File: src/tiled_gradient_noise_2d_assert.svh
// Assertion macros used by the top-level design file.
`ifndef TILED_GRADIENT_NOISE_2D_ASSERT_SVH
`define TILED_GRADIENT_NOISE_2D_ASSERT_SVH

// Same-cycle implication, checked on every rising clock edge outside reset.
`define TGN_ASSERT_NOW(lbl, clk, rst_n, ante, cons) \
	lbl: assert property (@(posedge clk) disable iff (!rst_n) (ante) |-> (cons)) \
		else $error("tgn assertion failed");

// Next-cycle implication, checked on every rising clock edge outside reset.
`define TGN_ASSERT_NEXT(lbl, clk, rst_n, ante, cons) \
	lbl: assert property (@(posedge clk) disable iff (!rst_n) (ante) |=> (cons)) \
		else $error("tgn assertion failed");

`endif

File: src/tgn_fade.sv
// Quintic fade 6t^5-15t^4+10t^3 in three multiply stages.
module tgn_fade #(
	parameter int F = 16
) (
	input  logic         clk,
	input  logic         en,
	input  logic [F-1:0] t,
	output logic [F:0]   fade
);
	localparam int PW = F + 5;

	logic [F-1:0]   t_s1, s_s1, c_s2;
	logic [F+3:0]   p_s2;
	logic [F:0]     f_s3;
	logic [2*F-1:0] sq, cu;
	logic [PW-1:0]  poly;
	logic [2*F+3:0] fp;

	assign sq   = t * t;
	assign cu   = s_s1 * t_s1;
	assign poly = PW'(s_s1) * PW'(6) + (PW'(10) << F) - PW'(t_s1) * PW'(15);
	assign fp   = c_s2 * p_s2;

	always_ff @(posedge clk) begin
		if (en) begin
			t_s1 <= t;
			s_s1 <= sq[2*F-1:F];
			c_s2 <= cu[2*F-1:F];
			p_s2 <= poly[F+3:0];
			f_s3 <= fp[2*F:F];
		end
	end

	assign fade = f_s3;
endmodule

File: config.mk
export PLATFORM = sky130hd
export DESIGN_NAME = tgn_fade
export DESIGN_NICKNAME = d
export VERILOG_FILES = /design/src/tiled_gradient_noise_2d_assert.svh /design/src/tgn_fade.sv
export SDC_FILE = /design/constraint.sdc
export NUM_CORES = 2
export LEC_CHECK = 0
export BUFFER_PORTS_ARGS = -buffer_cell sky130_fd_sc_hd__clkbuf_2
export CORE_MARGIN = 2
export CORE_UTILIZATION = 35
export DETAILED_ROUTE_END_ITERATION = 12
export PLACE_DENSITY_LB_ADDON = 0.3
export SYNTH_ARGS = -nofsm -noshare
export SYNTH_HDL_FRONTEND = slang
export SYNTH_SLANG_ARGS = --single-unit
File: constraint.sdc
create_clock -name clk -period 11.8 [get_ports clk]
set_input_delay 1.18 -clock clk [delete_from_list [all_inputs] [get_ports clk]]
set_output_delay 1.18 -clock clk [all_outputs]
set_load 0.02 [all_outputs]
; Word level (Yosys, flattened, before mapping)
; Index checks and enable logic that the tools add are counted.
[classes]
addsub = 2
mul = 5
[ops]
columns = operator, count
row1 = multiplier 16 x 16 -> 32 bit, 2
row2 = multiplier 16 x 20 -> 33 bit, 1
row3 = adder 19 x 20 -> 20 bit (second input constant), 1
row4 = multiplier 16 x 4 -> 20 bit (second input constant), 1
row5 = subtractor 20 bit, 1
row6 = multiplier 16 x 2 -> 18 bit (second input constant), 1
[totals]
regBits = 85
inputBits = 18
out_inout_bits = 17
elab_cells = 12

; Depth between registers and ports, before layout
[depth]
depth_word = 3
mapped_depth = 24
depth_no_buf = 23

; Worst setup path after synthesis
; Ideal clock, no wire load.
[synth_path]
path_type = input port to flip-flop
startpoint = input t[1]
endpoint = register s_s1[15] (data pin)
setup_ns = 0.270
arrival_ns = 6.613
required_ns = 11.530
setup_slack_ns = 4.917
stages = 21
n_path_buf = 2
path_cell_list = clkbuf_1 > clkbuf_1 > nand2_1 > fa_1 > fa_1 > inv_1 > fa_1 > fa_1 > fa_1 > inv_1 > fa_1 > inv_1 > ha_1 > nand4_1 > a2111oi_0 > o211ai_1 > o2111ai_1 > a31oi_2 > nor4_1 > a2111oi_1 > xnor2_1
[synth_via]
elab_chain_len = 1
[synth_lines]
columns = element, line_no
row1 = start: declaration, tgn_fade.sv:7  ; input logic [F-1:0] t,
row2 = multiplier 16 x 16 -> 32 bit, tgn_fade.sv:19  ; assign sq = t * t;
row3 = via sq[31], tgn_fade.sv:15  ; logic [2*F-1:0] sq, cu;
row4 = end signal: assignment, tgn_fade.sv:27  ; s_s1 <= sq[2*F-1:F];
row5 = end: declaration, tgn_fade.sv:12  ; logic [F-1:0] t_s1, s_s1, c_s2;
; The timed path passes the listed nets, and every way through them passes these cells.
; A chain may end at the register's enable or synchronous reset.

; Worst setup path after layout
[layout_path]
startpoint = input t[8]
endpoint = register s_s1[15] (data pin)
; Same word-level chain as after synthesis.

==> metrics.yaml <==
first_global_vias: 21600
syn_nets: 4162
finalClockSkew_ns: 0.0203
boundaryPins: 35
detail_route.wirelength_mm: 68.2
drive_above_1_share_pct: 2.76
timing_hold_violations_final: 0
slew_headroom_pct: 26.9
cts.repair_timing.setup_buffer_count: 0
dp_hpwl_mm: 54.2
grt_start_max_net_pins: 69
reg2reg_path_depth: 18
asyncSetResetFlopFracSynth_pct: 0
crit_slowest_cell: "fa_1"
drt-initial-drc-count: 1005
layout_common_cells: "inv_1 (796), fa_1 (649), nand2_1 (392), ha_1 (346), and2_1 (315)"
critical-path-max-stage-delay_ns: 0.54
max_slew.worst_pin.slew_ns: 1.10
rsz_0062_raised_after_global_routing: "false"
report.final.setup_viol: 0
max_freq_mhz: 143
cts_inserted_buffers: 9
cpLargestDelayFamily: "adder cells"
first_pass_grt_wire_length_mm: 114
cap_violations: 0
mappedNetlistArea_mm2: 0.0298
wire_per_inst_um: 16.0
cp.arrival_ns: 7.16
via_per_inst: 4.68
period_minus_slack_ns: 7.01
clock_tree.htree_level_count: 3
cts.root.buffer_cell: "clkbuf_16"
design.core.area_mm2: 0.0849
timing.rr.start: "t_s1[1]"
cell_chain_critical_path: "clkbuf_2 -> nand2_1 -> inv_1 -> fa_1 -> inv_1 -> fa_1 -> inv_1 -> fa_1 -> inv_1 -> fa_1 -> inv_1 -> fa_1 -> inv_1 -> fa_1 -> inv_1 -> ha_1 -> nand4_1 -> a2111oi_0 -> o211ai_1 -> o2111ai_1 -> a31oi_2 -> nor4_1 -> a2111oi_1 -> xnor2_1"
first_drt_pass_iteration_count: 4
post_cts_resized: 0
final_global_route_overflow_total: 0
crit_path_end_kind: "flop"
holdPathEnd: "p_s2[0]"
synth_area_per_cell_um2: 9.47
start_util_pct: 35.1
cts_hold_buf: 0
placement_rows: 107
synth_warnings: 0
ant_nets: 0
tritoncts_clock_tree: "yes"
layout.cells.most_common: "inv_1"
crit_buf_inv: 8
cts.sinks: 85
worstHoldStart: "t_s1[0]"
synth_enable_flop_cells: 85
synthDistinctLibCells: 64
worstSetupPathType: "input pin to flop"
slew_violations: 0
synth_ff_type: "edfxtp_1"
portBuffers: 34
final.setup.tns_ns: 0
maximum_count_of_clock_buffers_along_a_single_path: 2
r2r_slack_ns: 4.83
worst_setup_hold_path_clk_slew_ns: 0.09
final_net_count: 4125
die_height_um: 296
worstHoldPathCells: 0
route.detailed.drc: 0
worst_endpoint_required_time_ns: 11.95
seq_area_frac_synth_pct: 8.56
vias: 19900
floorplan.die.width_um: 296
synthesis.instances: 3149
fillCellCount: 8687
synth.ff_latch_count: 85
critPathMostFrequentCell: "inv_1"
layout-area-overhead-vs-synth_pct: 5.63
crit_path_start: "t[8]"
gr-usage-all-layers_pct: 16.5
worstPathMaxFanout: 16
grt_antenna_before_repair: 0
status: "finished, final reports clean"
clock_latency_ns: 0.41
floorplan.die_area_mm2: 0.0876
start_kind: "input pin"
reg2reg_to: "c_s2[15]"
finalCritPeriodShare_pct: 59.4
globalplace.congestion: 0.808
hold_path_class: "flop to flop"
## sequential cells by signal (all words and copies together), names as in the netlist
name  flops
c_s2     16
fade     17
p_s2     20
s_s1     16
t_s1     16
## stage by stage
step	cell area (um2)	cells	hold WS [ns]	utilization, %	setup WS [ns]
2_1_floorplan	29800	3149	0.522	-	4.92
3_3_place_gp	31200	4245	1.17	36.7	4.32
3_5_place_dp	31200	4245	1.15	36.7	4.34
4_1_cts	31500	4261	1.13	37.1	4.77
5_1_grt	31500	4261	1.16	37.1	4.37
6_report	31500	4263	1.12	37.1	4.79
## worst max path at each step
| stage | end | slack, ns | cells past startpoint |
|---|---|---|---|
| final | s_s1[15] | 4.79 | 24 |
| after floorplan | s_s1[15] | 4.92 | 21 |
| after CTS | s_s1[15] | 4.77 | 23 |
| after global placement | s_s1[15] | 4.32 | 24 |
| after detailed placement | s_s1[15] | 4.34 | 23 |
| after global routing | s_s1[12] | 4.37 | 23 |
## cell families after synthesis
group / count (synthesis) / share of synthesized area (%)
compound gates: 223 / 5.15
xor+xnor: 90 / 2.64
fa+ha+maj: 995 / 58.1
buf+inv: 896 / 11.3
flops: 85 / 8.56
mux: 2 / 0.0713
simple gates: 858 / 14.2
## final cells by class
type / instances / area [um2] / share of cell area (%)
Clock inverter: 7 / 88.8 / 0.282
Antenna cell: 2 / 5.00 / 0.0159
Timing Repair Buffer: 52 / 308 / 0.977
Inverter: 796 / 2990 / 9.48
Multi-Input combinational cell: 2168 / 23900 / 75.9
Tap cell: 1144 / 1430 / 4.54
Sequential cell: 85 / 2550 / 8.10
Clock buffer: 9 / 225 / 0.715
## Yosys cell counts (3+ instances only)
cell type | number | area [um2]
a2111oi_0 | 3 | 26.3
a211o_1 | 4 | 35.0
a211oi_1 | 11 | 82.6
a21o_1 | 33 | 248
a21oi_1 | 60 | 300
a31oi_1 | 6 | 37.5
and2_1 | 315 | 1970
and3_1 | 14 | 87.6
and4_1 | 5 | 43.8
clkbuf_1 | 98 | 368
edfxtp_1 | 85 | 2550
fa_1 | 649 | 13000
ha_1 | 346 | 4330
inv_1 | 796 | 2990
nand2_1 | 392 | 1470
nand2b_1 | 9 | 56.3
nand3_1 | 13 | 65.1
nand4_1 | 10 | 62.6
nor2_1 | 53 | 199
nor2b_1 | 12 | 75.1
nor3_1 | 14 | 70.1
nor4_1 | 4 | 25.0
o2111ai_1 | 3 | 26.3
o211ai_1 | 6 | 45.0
o21a_1 | 18 | 135
o21ai_0 | 37 | 185
o21bai_1 | 10 | 75.1
o31ai_1 | 5 | 37.5
or2_2 | 4 | 25.0
or4_1 | 4 | 30.0
xnor2_1 | 63 | 552
xor2_1 | 27 | 236
## metal layers
layer | wire (um) | GRT usage [%]
met5 | 0 | 0
met4 | 723 | 2.88
met3 | 2450 | 2.18
met1 | 32200 | 22.7
met2 | 32800 | 28.1
Power is left out: the tool's default activity adds up to more than one toggle a clock period on the data nets, which glitch-free logic cannot reach.
