`config.mk`:
```
export PLATFORM = sky130hd
export DESIGN_NAME = tgn_mod
export DESIGN_NICKNAME = d
export VERILOG_FILES = /design/src/tiled_gradient_noise_2d_assert.svh /design/src/tgn_mod.sv
export SDC_FILE = /design/constraint.sdc
export NUM_CORES = 1
export LEC_CHECK = 0
export BUFFER_PORTS_ARGS = -buffer_cell sky130_fd_sc_hd__buf_2
export CORE_MARGIN = 2
export CORE_UTILIZATION = 35
export CTS_CLUSTER_SIZE = 8
export DETAILED_ROUTE_END_ITERATION = 8
export PLACE_DENSITY = 0.49
export SLEW_MARGIN = 20
export SYNTH_ARGS = -nofsm -noshare
export SYNTH_HDL_FRONTEND = slang
export SYNTH_SLANG_ARGS = --single-unit
```
`constraint.sdc`:
```
create_clock -name clk -period 11.7 [get_ports clk]
set_clock_uncertainty 0.15 [all_clocks]
set_input_delay 2.34 -clock clk [delete_from_list [all_inputs] [get_ports clk]]
set_output_delay 2.34 -clock clk [all_outputs]
set_load 0.01 [all_outputs]
```
`src/tiled_gradient_noise_2d_assert.svh`:
```
// Assertion macros used by the top-level design file.
`ifndef TILED_GRADIENT_NOISE_2D_ASSERT_SVH
`define TILED_GRADIENT_NOISE_2D_ASSERT_SVH

// Same-cycle implication, checked on every rising clock edge outside reset.
`define TGN_ASSERT_NOW(lbl, clk, rst_n, ante, cons) \
	lbl: assert property (@(posedge clk) disable iff (!rst_n) (ante) |-> (cons)) \
		else $error("tgn assertion failed");

// Next-cycle implication, checked on every rising clock edge outside reset.
`define TGN_ASSERT_NEXT(lbl, clk, rst_n, ante, cons) \
	lbl: assert property (@(posedge clk) disable iff (!rst_n) (ante) |=> (cons)) \
		else $error("tgn assertion failed");

`endif

```
`src/tgn_mod.sv`:
```
// Pipelined remainder of an unsigned cell index by the tile width, four bits a stage.
module tgn_mod #(
	parameter int IW = 16
) (
	input  logic          clk,
	input  logic          en,
	input  logic [8:0]    tile_w,
	input  logic [IW-1:0] idx,
	output logic [7:0]    rem
);
	localparam int NS = (IW + 3) / 4;
	localparam int PW = NS * 4;

	logic [PW-1:0] num_s [NS-1];
	logic [7:0]    rem_s [NS];
	logic [PW-1:0] pad;

	function automatic logic [7:0] step4(input logic [7:0] r, input logic [3:0] nib,
		input logic [8:0] w);
		logic [8:0] t;
		logic [7:0] acc;
		acc = r;
		for (int b = 3; b >= 0; b--) begin
			t = {acc, nib[b]};
			if (t >= w) t = t - w;
			acc = t[7:0];
		end
		return acc;
	endfunction

	assign pad = PW'(idx);

	always_ff @(posedge clk) begin
		if (en) begin
			rem_s[0] <= step4(8'd0, pad[PW-1 -: 4], tile_w);
			num_s[0] <= pad << 4;
			for (int j = 1; j < NS; j++) begin
				rem_s[j] <= step4(rem_s[j-1], num_s[j-1][PW-1 -: 4], tile_w);
				if (j < NS - 1) num_s[j] <= num_s[j-1] << 4;
			end
		end
	end

	assign rem = rem_s[NS-1];
endmodule

```
Word level (Yosys, flattened, before mapping)
Memories as Yosys holds them, arrays and structs flattened.
Cells that the tools add are included.
{"block": "word_totals", "inputBits": 27, "memories": 2, "mem_bits_rw": 68, "elab_cells": 68, "reg_bits": 0}
{"name": "num_s", "words": 3, "word_bits": 12, "read_ports": 3, "rd_ports_with_merged_regs": 0, "write_ports": 3, "line": "tgn_mod.sv:14", "source": "logic [PW-1:0] num_s [NS-1];"}
{"name": "rem_s", "words": 4, "word_bits": 8, "read_ports": 4, "rd_ports_with_merged_regs": 0, "write_ports": 4, "line": "tgn_mod.sv:15", "source": "logic [7:0] rem_s [NS];"}
{"block": "op_classes", "order_cmp": 16, "muxes": 34, "addsub": 16}
{"op": "$mux W8", "n": 32}
{"op": "$ge A9 B9 Y1", "n": 15}
{"op": "$sub A8 B8 Y8", "n": 15}
{"op": "$ge A1 B9 Y1", "n": 1}
{"op": "$sub A1 B8 Y8", "n": 1}
{"op": "$mux W1", "n": 2}

Longest topological paths before layout
An unclocked memory read counts as a cell.
{"block": "depth", "word_depth": 13, "ltp_mapped": 36, "ltp_nobuf": 32}

Worst setup path after synthesis
OpenSTA, ideal clock, no wires.
{"block": "synth_timing", "kind": "input port to flip-flop", "start": "input port tile_w[1]", "end": "memory rem_s[2][6], data pin", "cell_stages": 34, "n_path_buf": 4, "required_ns": 11.289, "setup_time_ns": 0.261, "t_arrival_ns": 9.826, "setup_slack_ns": 1.463, "path_cell_list": "inv_1 > ha_1 > nor2b_1 > o31a_4 > o21a_4 > o221ai_2 > buf_6 > mux2_4 > ha_1 > nand3_1 > o21bai_1 > and3_1 > o211ai_1 > and2_1 > buf_2 > mux2_2 > ha_1 > o21a_1 > o31a_1 > o31a_1 > o221a_1 > o22a_1 > buf_2 > a211oi_1 > a21oi_1 > ha_1 > and3_1 > o21ai_1 > o211ai_1 > a221oi_2 > a311oi_1 > buf_2 > nor2_1 > a221o_1"}
{"item": "start, declared", "line": "tgn_mod.sv:7", "source": "input logic [8:0] tile_w,"}
{"item": "end, declared", "line": "tgn_mod.sv:15"}

==> impl_metrics.tcl <==
set metrics [dict create \
    fin_tns_setup_ns 0 \
    hold_viol 0 \
    wl_met2_um 10700 \
    tritoncts "done" \
    hold_start "num_s[0][18]" \
    setup_viol_count_final 0 \
    ys.warnings.count 0 \
    critPathKind "primary input to flop" \
    synth_nets 1167 \
    layout_setup_ws_ns 0.933 \
    rrSetupSlack_ns 2.93 \
    grt_usage_pct 18.1 \
    vias_per_cell 5.42 \
    clk_pin_slew_ns 0.09 \
    rsz0062_at_grt "false" \
    ys_seq_area_share_pct 19.4 \
    cts_buffers 5 \
    crit_arrival_ns 10.69 \
    coreArea_sq_um 24300 \
    fmax_mhz 92.9 \
    required_ns 11.62 \
    detail_route.wl_per_cell_um 17.1 \
    synth_edf_count 56 \
    wl_met3_um 1020 \
    cap_violations 0 \
    syn-cell-area_sq_um 8670 \
    synthToLayoutAreaGrowth_pct 9.25 \
    ios 35 \
    critPathMaxFanout 12 \
    crit_path_end_kind "flop" \
    grt_max_degree 57 \
    wl_met1_um 11200 \
    synthTopCellsByArea "ha_1 (20%), edfxtp_1 (19%), mux2_2 (5.2%), xnor2_1 (4.1%), a21oi_1 (3.8%)" \
    cts_root_buf "clkbuf_16" \
    port_buffers 34 \
    status "complete, no violations" \
    fin_crit_sh_pct 92.0 \
    cpMostUsedCell "ha_1" \
    nets 1216 \
    hold_path_depth 0 \
    rows 57 \
    whs_ns 0.271 \
    h-tree-depth 2 \
    antennaDiodeCount 0 \
    endpoint "rem_s[2][1]" \
    slowest_delay_ns 0.85 \
    relSlewSlack_pct 28.8 \
    cp_slowest_cell "a311oi_1" \
    clock-sinks 56 \
    dp.cells 1354 \
    num_vias 7377 \
    ys.flop_type "edfxtp_1" \
    routabilityCongestion 0.886 \
    detail-route-antenna-nets 0 \
    initial_utilization_pct 35.7 \
    synth_top_area_share_pct 19.8 \
    synth-seq-cells 56 \
    finalMaxSlewViolations 0 \
    critPathLaunchType "primary input" \
    dr.pass1.iters 5 \
    synth_cells 988 \
    ys_types 81 \
    postSynth.asyncResetShare_pct 0 \
    ff2ff_path_depth 29 \
    top_layer "met4" \
    drtIter0Drc 510 \
    postCtsSetupBuffers 0 \
    antenna_found_initial 0 \
    final_cell_count_no_fill 1362 \
    grt_first_pass_wirelength_um 37800 \
    synth.avg_cell_area_sq_um 8.78 \
    crit_start "tile_w[1]" \
    drt-total-wl_um 23300 \
    yosys.area.top_type "ha_1" \
    grt_pass1_vias 7174 \
    die_h_um 161 \
    die-area_sq_um 26100 \
    worstReg2RegEnd "rem_s[2][1]" \
    r2r-start "rem_s[1][0]" \
    drive_above_1_share_pct 13.6 \
    pre_cts_ws_ns 0.670 \
    ctsHoldBuffers 0 \
    cts_resized 0 \
    hold_class "flop to flop" \
    clock_latency_ns 0.31 \
    min_period_ns 10.77 \
    tightestPinTransition_ns 1.06 \
    cts_max_path_buffers 2 \
    die_x_um 161 \
    dp_hpwl_um 18800 \
    grt_overflow 0 \
    drc_errors 0 \
]
## stage by stage
stage / cell area, sq um / util, %
after global routing: 9480 / 39.0
final: 9480 / 39.0
after CTS: 9480 / 39.0
after global placement: 9330 / 38.3
after detailed placement: 9330 / 38.3
after floorplan: 8670 / -
## layer usage
layer,global-route usage (%),vias to the layer above
met4,4.10,0
met3,2.36,30
met5,0,-
li1,-,3789
met2,30.5,160
met1,24.8,3398
## how the worst min path moves through the flow
stage | to | slack [ns]
5_1_grt | num_s[0][21] | 0.28
3_3_place_gp | num_s[0][18] | 0.25
4_1_cts | num_s[0][21] | 0.27
3_5_place_dp | num_s[0][34] | 0.25
6_report | num_s[0][34] | 0.27
2_1_floorplan | num_s[0][16] | 0.25
## area by class of cell
type                    count  area [sq um]
clock buffers               5           125
clock inverters             3          26.3
fillers                  2493         14800
inverters                  80           300
multi-input cells         839          6610
flip-flops and latches     56          1680
well taps                 324           405
repair buffers             55           328
## synthesized netlist by cell type (3+ instances only)
cell type	number
ha_1	137
nor2_1	82
inv_1	79
a21oi_1	66
o21ai_0	60
edfxtp_1	56
nand2_1	48
xnor2_1	41
mux2_2	40
nand3_1	28
o21a_1	27
nor3_1	26
nor2b_1	25
xor2_1	20
nand4_1	17
fa_1	15
a21o_1	14
mux2i_1	14
and2_1	11
o211ai_1	11
o21bai_1	10
or3_1	10
and3_1	9
a21boi_0	8
nand2b_1	8
o221ai_1	8
a31oi_1	7
or2_2	7
buf_2	6
a221o_1	5
mux2_4	5
nor4_1	5
o21ai_1	5
a211o_1	4
a211oi_1	4
a21bo_2	4
buf_6	3
clkbuf_1	3
o311ai_0	3
o31a_1	3
o41ai_1	3
or4_1	3
## flip-flops by register name, summed over array words and instances (netlist names)
register  cells
num_s        24
rem_s        32
## kinds of logic after synthesis
group | synth area share (%)
adder cells (fa/ha/maj) | 23.2
multiplexers | 7.67
AND/OR/NAND/NOR | 17.3
AO/OA/AOI/OAI | 21.9
XOR/XNOR | 6.16
flip-flops | 19.4
buffers and inverters | 4.41
## layout by cell type, fill, tap and decap left out, types with 7 or more instances in the layout
cell	instances
a21boi_0	8
a21o_1	14
a21oi_1	66
a31oi_1	7
and2_1	11
and3_1	9
buf_2	34
buf_4	21
edfxtp_1	56
fa_1	15
ha_1	137
inv_1	79
mux2_2	40
mux2i_1	14
nand2_1	48
nand2b_1	8
nand3_1	28
nand4_1	17
nor2_1	82
nor2b_1	25
nor3_1	26
o211ai_1	11
o21a_1	27
o21ai_0	60
o21bai_1	10
o221ai_1	8
or2_2	7
or3_1	10
xnor2_1	41
xor2_1	20
## worst max-delay path, delay by kind of cell
| kind | cells | cell delay, ns |
|---|---|---|
| AO/OA/AOI/OAI | 16 | 4.00 |
| adder cells (fa/ha/maj) | 4 | 1.40 |
| multiplexers | 3 | 1.14 |
| AND/OR/NAND/NOR | 5 | 1.06 |
| buffers and inverters | 3 | 0.73 |
Power is left out: the tool's default activity adds up to more than one toggle a clock period on the data nets, which glitch-free logic cannot reach.
