$ cat config.mk
export PLATFORM = sky130hd
export DESIGN_NAME = tgn_blend
export DESIGN_NICKNAME = d
export VERILOG_FILES = /design/src/tiled_gradient_noise_2d_assert.svh /design/src/tgn_pkg.sv /design/src/tgn_blend.sv
export SDC_FILE = /design/constraint.sdc
export NUM_CORES = 2
export LEC_CHECK = 0
export BUFFER_PORTS_ARGS = -buffer_cell sky130_fd_sc_hd__buf_2
export CORE_ASPECT_RATIO = 0.8
export CORE_MARGIN = 2
export CORE_UTILIZATION = 55
export DETAILED_ROUTE_END_ITERATION = 7
export HOLD_SLACK_MARGIN = 0.03
export PLACE_DENSITY = 0.67
export SYNTH_ARGS = -nofsm -noshare
export SYNTH_HDL_FRONTEND = slang
export SYNTH_SLANG_ARGS = --single-unit
export TNS_END_PERCENT = 50
$ cat constraint.sdc
create_clock -name clk -period 28 [get_ports clk]
set_input_delay 1.4 -clock clk [delete_from_list [all_inputs] [get_ports clk]]
set_output_delay 1.4 -clock clk [all_outputs]
set_load 0.02 [all_outputs]
$ cat src/tiled_gradient_noise_2d_assert.svh
// Assertion macros used by the top-level design file.
`ifndef TILED_GRADIENT_NOISE_2D_ASSERT_SVH
`define TILED_GRADIENT_NOISE_2D_ASSERT_SVH

// Same-cycle implication, checked on every rising clock edge outside reset.
`define TGN_ASSERT_NOW(lbl, clk, rst_n, ante, cons) \
	lbl: assert property (@(posedge clk) disable iff (!rst_n) (ante) |-> (cons)) \
		else $error("tgn assertion failed");

// Next-cycle implication, checked on every rising clock edge outside reset.
`define TGN_ASSERT_NEXT(lbl, clk, rst_n, ante, cons) \
	lbl: assert property (@(posedge clk) disable iff (!rst_n) (ante) |=> (cons)) \
		else $error("tgn assertion failed");

`endif

$ cat src/tgn_pkg.sv
package tgn_pkg;

	localparam int COORD_W = 32;
	localparam int CFG_W   = 9;
	localparam int OUT_W   = 19;

	localparam logic [CFG_W-1:0] TILE_RESET = 9'd5;
	localparam logic [CFG_W-1:0] TILE_MIN   = 9'd1;
	localparam logic [CFG_W-1:0] TILE_MAX   = 9'd256;

	// Low four hash bits of the four cell corners.
	typedef struct packed {
		logic [3:0] h00;
		logic [3:0] h10;
		logic [3:0] h01;
		logic [3:0] h11;
	} hash4_t;

	localparam logic [7:0] PERM [256] = '{
		8'd200, 8'd35, 8'd82, 8'd243, 8'd87, 8'd134, 8'd68, 8'd179,
		8'd7, 8'd14, 8'd85, 8'd64, 8'd55, 8'd83, 8'd46, 8'd151,
		8'd214, 8'd95, 8'd161, 8'd19, 8'd112, 8'd69, 8'd194, 8'd56,
		8'd204, 8'd65, 8'd79, 8'd140, 8'd241, 8'd57, 8'd203, 8'd136,
		8'd119, 8'd137, 8'd187, 8'd150, 8'd28, 8'd192, 8'd228, 8'd217,
		8'd73, 8'd222, 8'd178, 8'd105, 8'd0, 8'd103, 8'd202, 8'd133,
		8'd110, 8'd242, 8'd235, 8'd115, 8'd164, 8'd25, 8'd183, 8'd248,
		8'd113, 8'd195, 8'd84, 8'd163, 8'd147, 8'd61, 8'd210, 8'd197,
		8'd122, 8'd201, 8'd108, 8'd21, 8'd227, 8'd173, 8'd117, 8'd246,
		8'd96, 8'd182, 8'd88, 8'd66, 8'd138, 8'd238, 8'd186, 8'd148,
		8'd185, 8'd31, 8'd44, 8'd181, 8'd77, 8'd234, 8'd29, 8'd152,
		8'd239, 8'd158, 8'd237, 8'd100, 8'd116, 8'd26, 8'd6, 8'd2,
		8'd53, 8'd193, 8'd10, 8'd30, 8'd174, 8'd229, 8'd45, 8'd71,
		8'd51, 8'd253, 8'd198, 8'd153, 8'd43, 8'd128, 8'd213, 8'd13,
		8'd209, 8'd212, 8'd224, 8'd189, 8'd114, 8'd93, 8'd132, 8'd165,
		8'd142, 8'd76, 8'd90, 8'd143, 8'd32, 8'd9, 8'd131, 8'd127,
		8'd233, 8'd157, 8'd223, 8'd11, 8'd118, 8'd8, 8'd221, 8'd231,
		8'd156, 8'd92, 8'd252, 8'd15, 8'd199, 8'd5, 8'd50, 8'd191,
		8'd107, 8'd226, 8'd39, 8'd180, 8'd251, 8'd27, 8'd219, 8'd1,
		8'd12, 8'd139, 8'd188, 8'd240, 8'd99, 8'd244, 8'd155, 8'd41,
		8'd126, 8'd109, 8'd225, 8'd145, 8'd23, 8'd250, 8'd236, 8'd121,
		8'd220, 8'd169, 8'd177, 8'd62, 8'd144, 8'd168, 8'd159, 8'd190,
		8'd70, 8'd120, 8'd249, 8'd232, 8'd47, 8'd42, 8'd94, 8'd149,
		8'd60, 8'd36, 8'd20, 8'd78, 8'd124, 8'd4, 8'd135, 8'd91,
		8'd130, 8'd97, 8'd75, 8'd154, 8'd208, 8'd48, 8'd54, 8'd215,
		8'd18, 8'd146, 8'd17, 8'd167, 8'd38, 8'd34, 8'd141, 8'd171,
		8'd74, 8'd33, 8'd172, 8'd104, 8'd40, 8'd175, 8'd170, 8'd52,
		8'd184, 8'd207, 8'd125, 8'd176, 8'd218, 8'd67, 8'd245, 8'd49,
		8'd101, 8'd86, 8'd80, 8'd37, 8'd98, 8'd106, 8'd211, 8'd166,
		8'd89, 8'd196, 8'd216, 8'd58, 8'd63, 8'd230, 8'd205, 8'd81,
		8'd16, 8'd123, 8'd129, 8'd24, 8'd247, 8'd22, 8'd111, 8'd72,
		8'd206, 8'd255, 8'd254, 8'd160, 8'd162, 8'd102, 8'd3, 8'd59
	};

endpackage

$ cat src/tgn_blend.sv
// Corner gradients, then the x blend of both rows and the y blend, with saturation.
module tgn_blend #(
	parameter int F = 16
) (
	input  logic                              clk,
	input  logic                              en,
	input  tgn_pkg::hash4_t                   hash,
	input  logic [F-1:0]                      fx,
	input  logic [F-1:0]                      fy,
	input  logic [F:0]                        wx,
	input  logic [F:0]                        wy,
	output logic signed [tgn_pkg::OUT_W-1:0] noise
);
	localparam int DW = F + 2;
	localparam int GW = F + 3;
	localparam int MW = 2 * F + 6;
	localparam int SW = (GW > tgn_pkg::OUT_W) ? GW : tgn_pkg::OUT_W;
	localparam logic signed [SW-1:0] SMAX = SW'(262143);
	localparam logic signed [SW-1:0] SMIN = SW'(-262144);
	localparam logic signed [DW-1:0] ONE  = DW'(1) << F;

	logic signed [GW-1:0] g00_s1, g10_s1, g01_s1, g11_s1;
	logic [F:0]           wx_s1, wy_s1, wy_s2, wy_s3;
	logic signed [MW-1:0] p0_s2, p1_s2, pn_s4;
	logic signed [GW-1:0] a0_s2, a1_s2, r0_s3, r1_s3, a_s4;
	logic signed [tgn_pkg::OUT_W-1:0] n_s5;
	logic signed [DW-1:0] dx0, dx1, dy0, dy1;
	logic signed [GW-1:0] n_full;
	logic signed [SW-1:0] n_ext;

	function automatic logic signed [GW-1:0] grad(input logic [3:0] h,
		input logic signed [DW-1:0] dx, input logic signed [DW-1:0] dy);
		logic signed [GW-1:0] u, v;
		u = (h < 4'd8) ? GW'(dx) : GW'(dy);
		v = (h < 4'd4) ? GW'(dy) : GW'(dx);
		if (h[0]) u = -u;
		if (h[1]) v = -v;
		return u + v;
	endfunction

	assign dx0 = signed'(DW'(fx));
	assign dy0 = signed'(DW'(fy));
	assign dx1 = dx0 - ONE;
	assign dy1 = dy0 - ONE;

	assign n_full = a_s4 + GW'(pn_s4 >>> F);
	assign n_ext  = SW'(n_full);

	always_ff @(posedge clk) begin
		if (en) begin
			g00_s1 <= grad(hash.h00, dx0, dy0);
			g10_s1 <= grad(hash.h10, dx1, dy0);
			g01_s1 <= grad(hash.h01, dx0, dy1);
			g11_s1 <= grad(hash.h11, dx1, dy1);
			wx_s1  <= wx;
			wy_s1  <= wy;

			p0_s2 <= signed'({1'b0, wx_s1}) * (GW'(g10_s1) - GW'(g00_s1) + (GW+1)'(0));
			p1_s2 <= signed'({1'b0, wx_s1}) * (GW'(g11_s1) - GW'(g01_s1) + (GW+1)'(0));
			a0_s2 <= g00_s1;
			a1_s2 <= g01_s1;
			wy_s2 <= wy_s1;

			r0_s3 <= a0_s2 + GW'(p0_s2 >>> F);
			r1_s3 <= a1_s2 + GW'(p1_s2 >>> F);
			wy_s3 <= wy_s2;

			pn_s4 <= signed'({1'b0, wy_s3}) * (r1_s3 - r0_s3 + (GW+1)'(0));
			a_s4  <= r0_s3;

			if (n_ext > SMAX) n_s5 <= tgn_pkg::OUT_W'(SMAX);
			else if (n_ext < SMIN) n_s5 <= tgn_pkg::OUT_W'(SMIN);
			else n_s5 <= tgn_pkg::OUT_W'(n_ext);
		end
	end

	assign noise = n_s5;
endmodule

# After elaboration in Yosys (flattened, before gate mapping)
# Cells that the tools add are included.
[totals] register_bits=363 word_cells=75
[op_classes] addsub=20 mul=3 magnitude_cmp=10 mux=25
[ops] operator="$mux W19" count=23
[ops] operator="$add A19 B19 Y19" count=7
[ops] operator="$neg A19 Y19" count=6
[ops] operator="$mul A18 B20 Y35" count=3
[ops] operator="$sub A19 B19 Y20" count=3
[ops] operator="$neg A16 Y19" count=2
[ops] operator="$sub A16 B17 Y18 const B" count=2
[ops] operator="$mux W16" count=2
[ops] operator="$gt A19 B19 Y1 const B" count=1
[ops] operator="$lt A19 B19 Y1 const B" count=1
[ops] operator="$lt A4 B3 Y1 const B" count=4
[ops] operator="$lt A4 B4 Y1 const B" count=4

# Longest topological paths before layout
[depth] ltp_word=6 depth_mapped=38 ltp_nobuf=37

# Worst setup path after synthesis
# No wires, ideal clock.
[synth_path] path_type="reg2reg" startpoint="register g11_s1[0]" endpoint="register p1_s2[33] (data pin)" setup_time_ps=258 t_arrival_ps=8693 setup_slack_ps=19050 path_stages_with_launch=38 path_cell_list="edfxtp_1 inv_1 ha_1 inv_1 fa_1 a21o_1 a21oi_1 nor2b_1 o21a_1 o41ai_2 o221ai_1 o21a_1 o21ai_0 nand2b_1 xor2_1 clkbuf_1 nand2_1 fa_1 (+2 left out) inv_1 fa_1 fa_1 inv_1 fa_1 inv_1 ha_1 a21o_1 a21o_1 a2111oi_2 o21ai_1 a21o_1 o21a_1 o41a_1 a41o_1 or2_1 a21oi_1 xnor2_1"
[synth_between] elab_chain_len=2
[synth_lines] element="start, declared" line_no="tgn_blend.sv:22" source="logic signed [GW-1:0] g00_s1, g10_s1, g01_s1, g11_s1;"
[synth_lines] element="start signal, assigned" line_no="tgn_blend.sv:54" source="g11_s1 <= grad(hash.h11, dx1, dy1);"
[synth_lines] element="$sub A19 B19 Y20" line_no="tgn_blend.sv:59" source="p1_s2 <= signed'({1'b0, wx_s1}) * (GW'(g11_s1) - GW'(g01_s1) + (GW+1)'(0));"
[synth_lines] element="$mul A18 B20 Y35" line_no="tgn_blend.sv:59"
[synth_lines] element="end signal, assigned" line_no="tgn_blend.sv:59"
[synth_lines] element="end, declared" line_no="tgn_blend.sv:24" source="logic signed [MW-1:0] p0_s2, p1_s2, pn_s4;"
# No other way between the ends.
# A chain may end at the register's enable or synchronous reset.

# Final worst setup path
[layout_path] startpoint="register g01_s1[1]" endpoint="register p1_s2[34] (data pin)"
[layout_between] elab_chain_len=2
[layout_lines] element="start, declared" line_no="tgn_blend.sv:22"
[layout_lines] element="start signal, assigned" line_no="tgn_blend.sv:53" source="g01_s1 <= grad(hash.h01, dx0, dy1);"
[layout_lines] element="$sub A19 B19 Y20" line_no="tgn_blend.sv:59"
[layout_lines] element="$mul A18 B20 Y35" line_no="tgn_blend.sv:59"
# No other way between the ends.

==> summary.txt <==
Vias -> 40,141
Final Cell Area -> 0.06036 mm²
Final Hold Fails -> 0
Slew @ Worst Pin -> 1.197 ns
post-layout min period -> 9.641 ns
critical path's most frequent cell -> fa_1
RSZ-0062 raised after global routing -> false
top post-synthesis cells by area -> fa_1 (34%), edfxtp_1 (17%), ha_1 (9.8%)
placed cells -> 7,450
initial antenna violation count -> 5
Mapped Cells -> 6,120
GRT overflow -> 0
Ys Warns -> 0
CTS tree -> built
CP arrival -> 9.98 ns
Max FO, Critical Path -> 16
final WL -> 136.8 mm
status -> finished clean
Async SR Flop Fraction -> 0
synthesized flop and latch total -> 315
Critical-path top delay cell -> nand3_1
Final Skew -> 0.03497 ns
# IOs -> 103
Slew headroom -> 0.1979
# resized after CTS -> 0
CP Data Required Time -> 28.34 ns
Sequential Area -> 0.009459 mm²
vias in the first global route -> 41,799
crit path kind -> register to register
first-pass GRT wire length -> 225.5 mm
share of the synthesized area in the top cell type -> 0.3360
Final Max Tran Viols -> 0
fin util -> 0.5882
sequential fraction of the synthesis area -> 0.1659
Hold Buf Count CTS -> 0
Die Y -> 292.0 µm
Post-CTS Setup Bufs -> 0
Num CTS Buffers -> 38
CTS H-tree lvls -> 2
initial DRC count -> 2,645
Max Cap Viol -> 0
Fmax achieved -> 103.7 MHz
row count -> 105
pin count of the biggest net entering global routing -> 142
Tot GR Track Use -> 0.2680
Min-Delay Path Class -> register to register
Syn Area/Cell -> 9.318 µm²
layout cells sized above 1 -> 0.04979
routability cong. -> 0.9054
DRT Pass-1 Iters -> 6
fillers -> 8,884
worst skew pair latency -> 0.60 ns
EDFF count, synth -> 315
dpl hpwl -> 108.8 mm
Synth-to-Final Area Change -> 5.838%
die area -> 0.1063 mm²
root buffer cell -> clkbuf_16
Die X -> 364.0 µm
CP Launch Type -> register
area of the multi-input gates -> 0.04174 mm²
synthesized area -> 0.05703 mm²
initial core utilization -> 0.5558
setup TNS -> 0 ns
clock sink count -> 315
Final Setup Violations -> 0
final std cells w/o fill -> 7,520
clock tree buffer depth -> 3
CP endpoint kind -> register
synth unique cells -> 75
Placed Area -> 0.05908 mm²
DRC viols -> 0
Top FF cell, synth -> edfxtp_1
# port buffers -> 102
Layout Nets -> 7,586
clock transition at the registers of the reported paths -> 0.06 ns
Syn Nets -> 7,607
Post-DRT Antenna Nets -> 0
fin crit share -> 0.3443
largest area contributor in the netlist -> fa_1
crit-path max cell delay -> 0.56 ns
core area -> 0.1026 mm²
Avg Vias per Cell -> 5.338
Wirelength per Cell -> 18.19 µm
[area by class of cell]
| class | instances | area share |
|---|---|---|
| inverters | 1331 | 0.08278 |
| clock buffers | 43 | 0.01607 |
| well taps | 1391 | 0.02884 |
| repair buffers | 184 | 0.01903 |
| diodes | 3 | 0.0001244 |
| multi-input cells | 4229 | 0.6915 |
| clock inverters | 24 | 0.004955 |
| flip-flops and latches | 315 | 0.1567 |
[placed cells by master, fill, tap and decap left out, types with 21 or more instances in the layout]
master | netlist | layout
mux2_2 | 21 | 21
o21a_1 | 60 | 60
nand2b_1 | 37 | 37
a21oi_1 | 161 | 161
a21o_1 | 44 | 44
buf_4 | 0 | 81
ha_1 | 446 | 446
nor3_1 | 88 | 88
xnor2_1 | 231 | 224
mux2i_1 | 113 | 113
clkbuf_16 | 0 | 38
buf_2 | 3 | 101
nor2_1 | 225 | 222
and2_1 | 471 | 471
fa_1 | 957 | 957
nor2b_1 | 90 | 90
nand3_1 | 38 | 38
edfxtp_1 | 315 | 315
o21ai_0 | 170 | 170
xor2_1 | 140 | 137
inv_1 | 1330 | 1330
nand2_1 | 668 | 668
[worst max-delay path: cells and delay by family, from the launching register on]
kind                       cells  cell delay, ns
adders and majority gates      8            3.54
DFF                            1            0.38
and+or+nand+nor                3            1.12
buffers and inverters          5            0.33
AOI/OAI and AO/OA             17            3.78
xor gates and xnor gates       2            0.26
[sequential cells by signal, indices dropped and copies added (netlist names)]
register	cells
wy_s2	17
r1_s3	19
g11_s1	19
noise	19
pn_s4	19
wy_s1	17
r0_s3	19
a1_s2	19
wy_s3	17
a_s4	19
g01_s1	19
g00_s1	19
p1_s2	19
p0_s2	19
wx_s1	17
a0_s2	19
g10_s1	19
[logic make-up after synthesis]
kind of cell,Yosys count,share of synthesized area
and+or+nand+nor,1706,0.1461
muxes,134,0.02398
AOI/OAI and AO/OA,614,0.06902
buffers and inverters,1576,0.1038
adders and majority gates,1403,0.4338
DFF,315,0.1659
xor gates and xnor gates,372,0.05737
[final timing paths]
kind,from,endpoint,slack (ns),depth (start not counted)
hold reg to reg,wy_s2[12],wy_s3[12],0.41,0
hold / removal,wy_s2[12],wy_s3[12],0.41,0
setup reg to reg,g01_s1[1],p1_s2[34],18.36,35
setup / recovery,g01_s1[1],p1_s2[34],18.36,35
[metal layers]
layer  part of all wire  up-vias  routed length, µm  GRT usage
met3              0.065      174               8945    0.03801
met2               0.46     1092              63280     0.4345
met4              0.019        4               2533    0.05372
met1               0.45    20049              62010     0.3860
li1                   -    18822                  -          -
met5            0.00020        -                 28          0
[metrics by stage]
step | worst slack, ns | hold WS [ns]
finish | 18.36 | 0.4114
global route | 17.63 | 0.4195
CTS | 18.30 | 0.4149
detailed placement | 18.31 | 0.4045
global placement | 18.49 | 0.4027
floorplan | 19.05 | 0.4003
[cell usage after synthesis (all sizes together), types with 8 or more instances]
| library cell | instances |
|---|---|
| inv | 1330 |
| fa | 957 |
| nand2 | 668 |
| and2 | 471 |
| ha | 446 |
| edfxtp | 315 |
| clkbuf | 237 |
| xnor2 | 231 |
| nor2 | 225 |
| o21ai | 177 |
| a21oi | 161 |
| xor2 | 140 |
| mux2i | 113 |
| nor2b | 90 |
| nor3 | 88 |
| o21a | 60 |
| a21o | 44 |
| nand3 | 38 |
| nand2b | 37 |
| a211oi | 21 |
| mux2 | 21 |
| or3 | 21 |
| a31oi | 20 |
| a21boi | 18 |
| o31ai | 18 |
| or2 | 17 |
| o41ai | 16 |
| and3 | 12 |
| nor4 | 9 |
| o41a | 9 |
| buf | 8 |
| o31a | 8 |
Power is not shown: default switching activity piles up to over one toggle a cycle in this logic, so the estimate is an artifact.
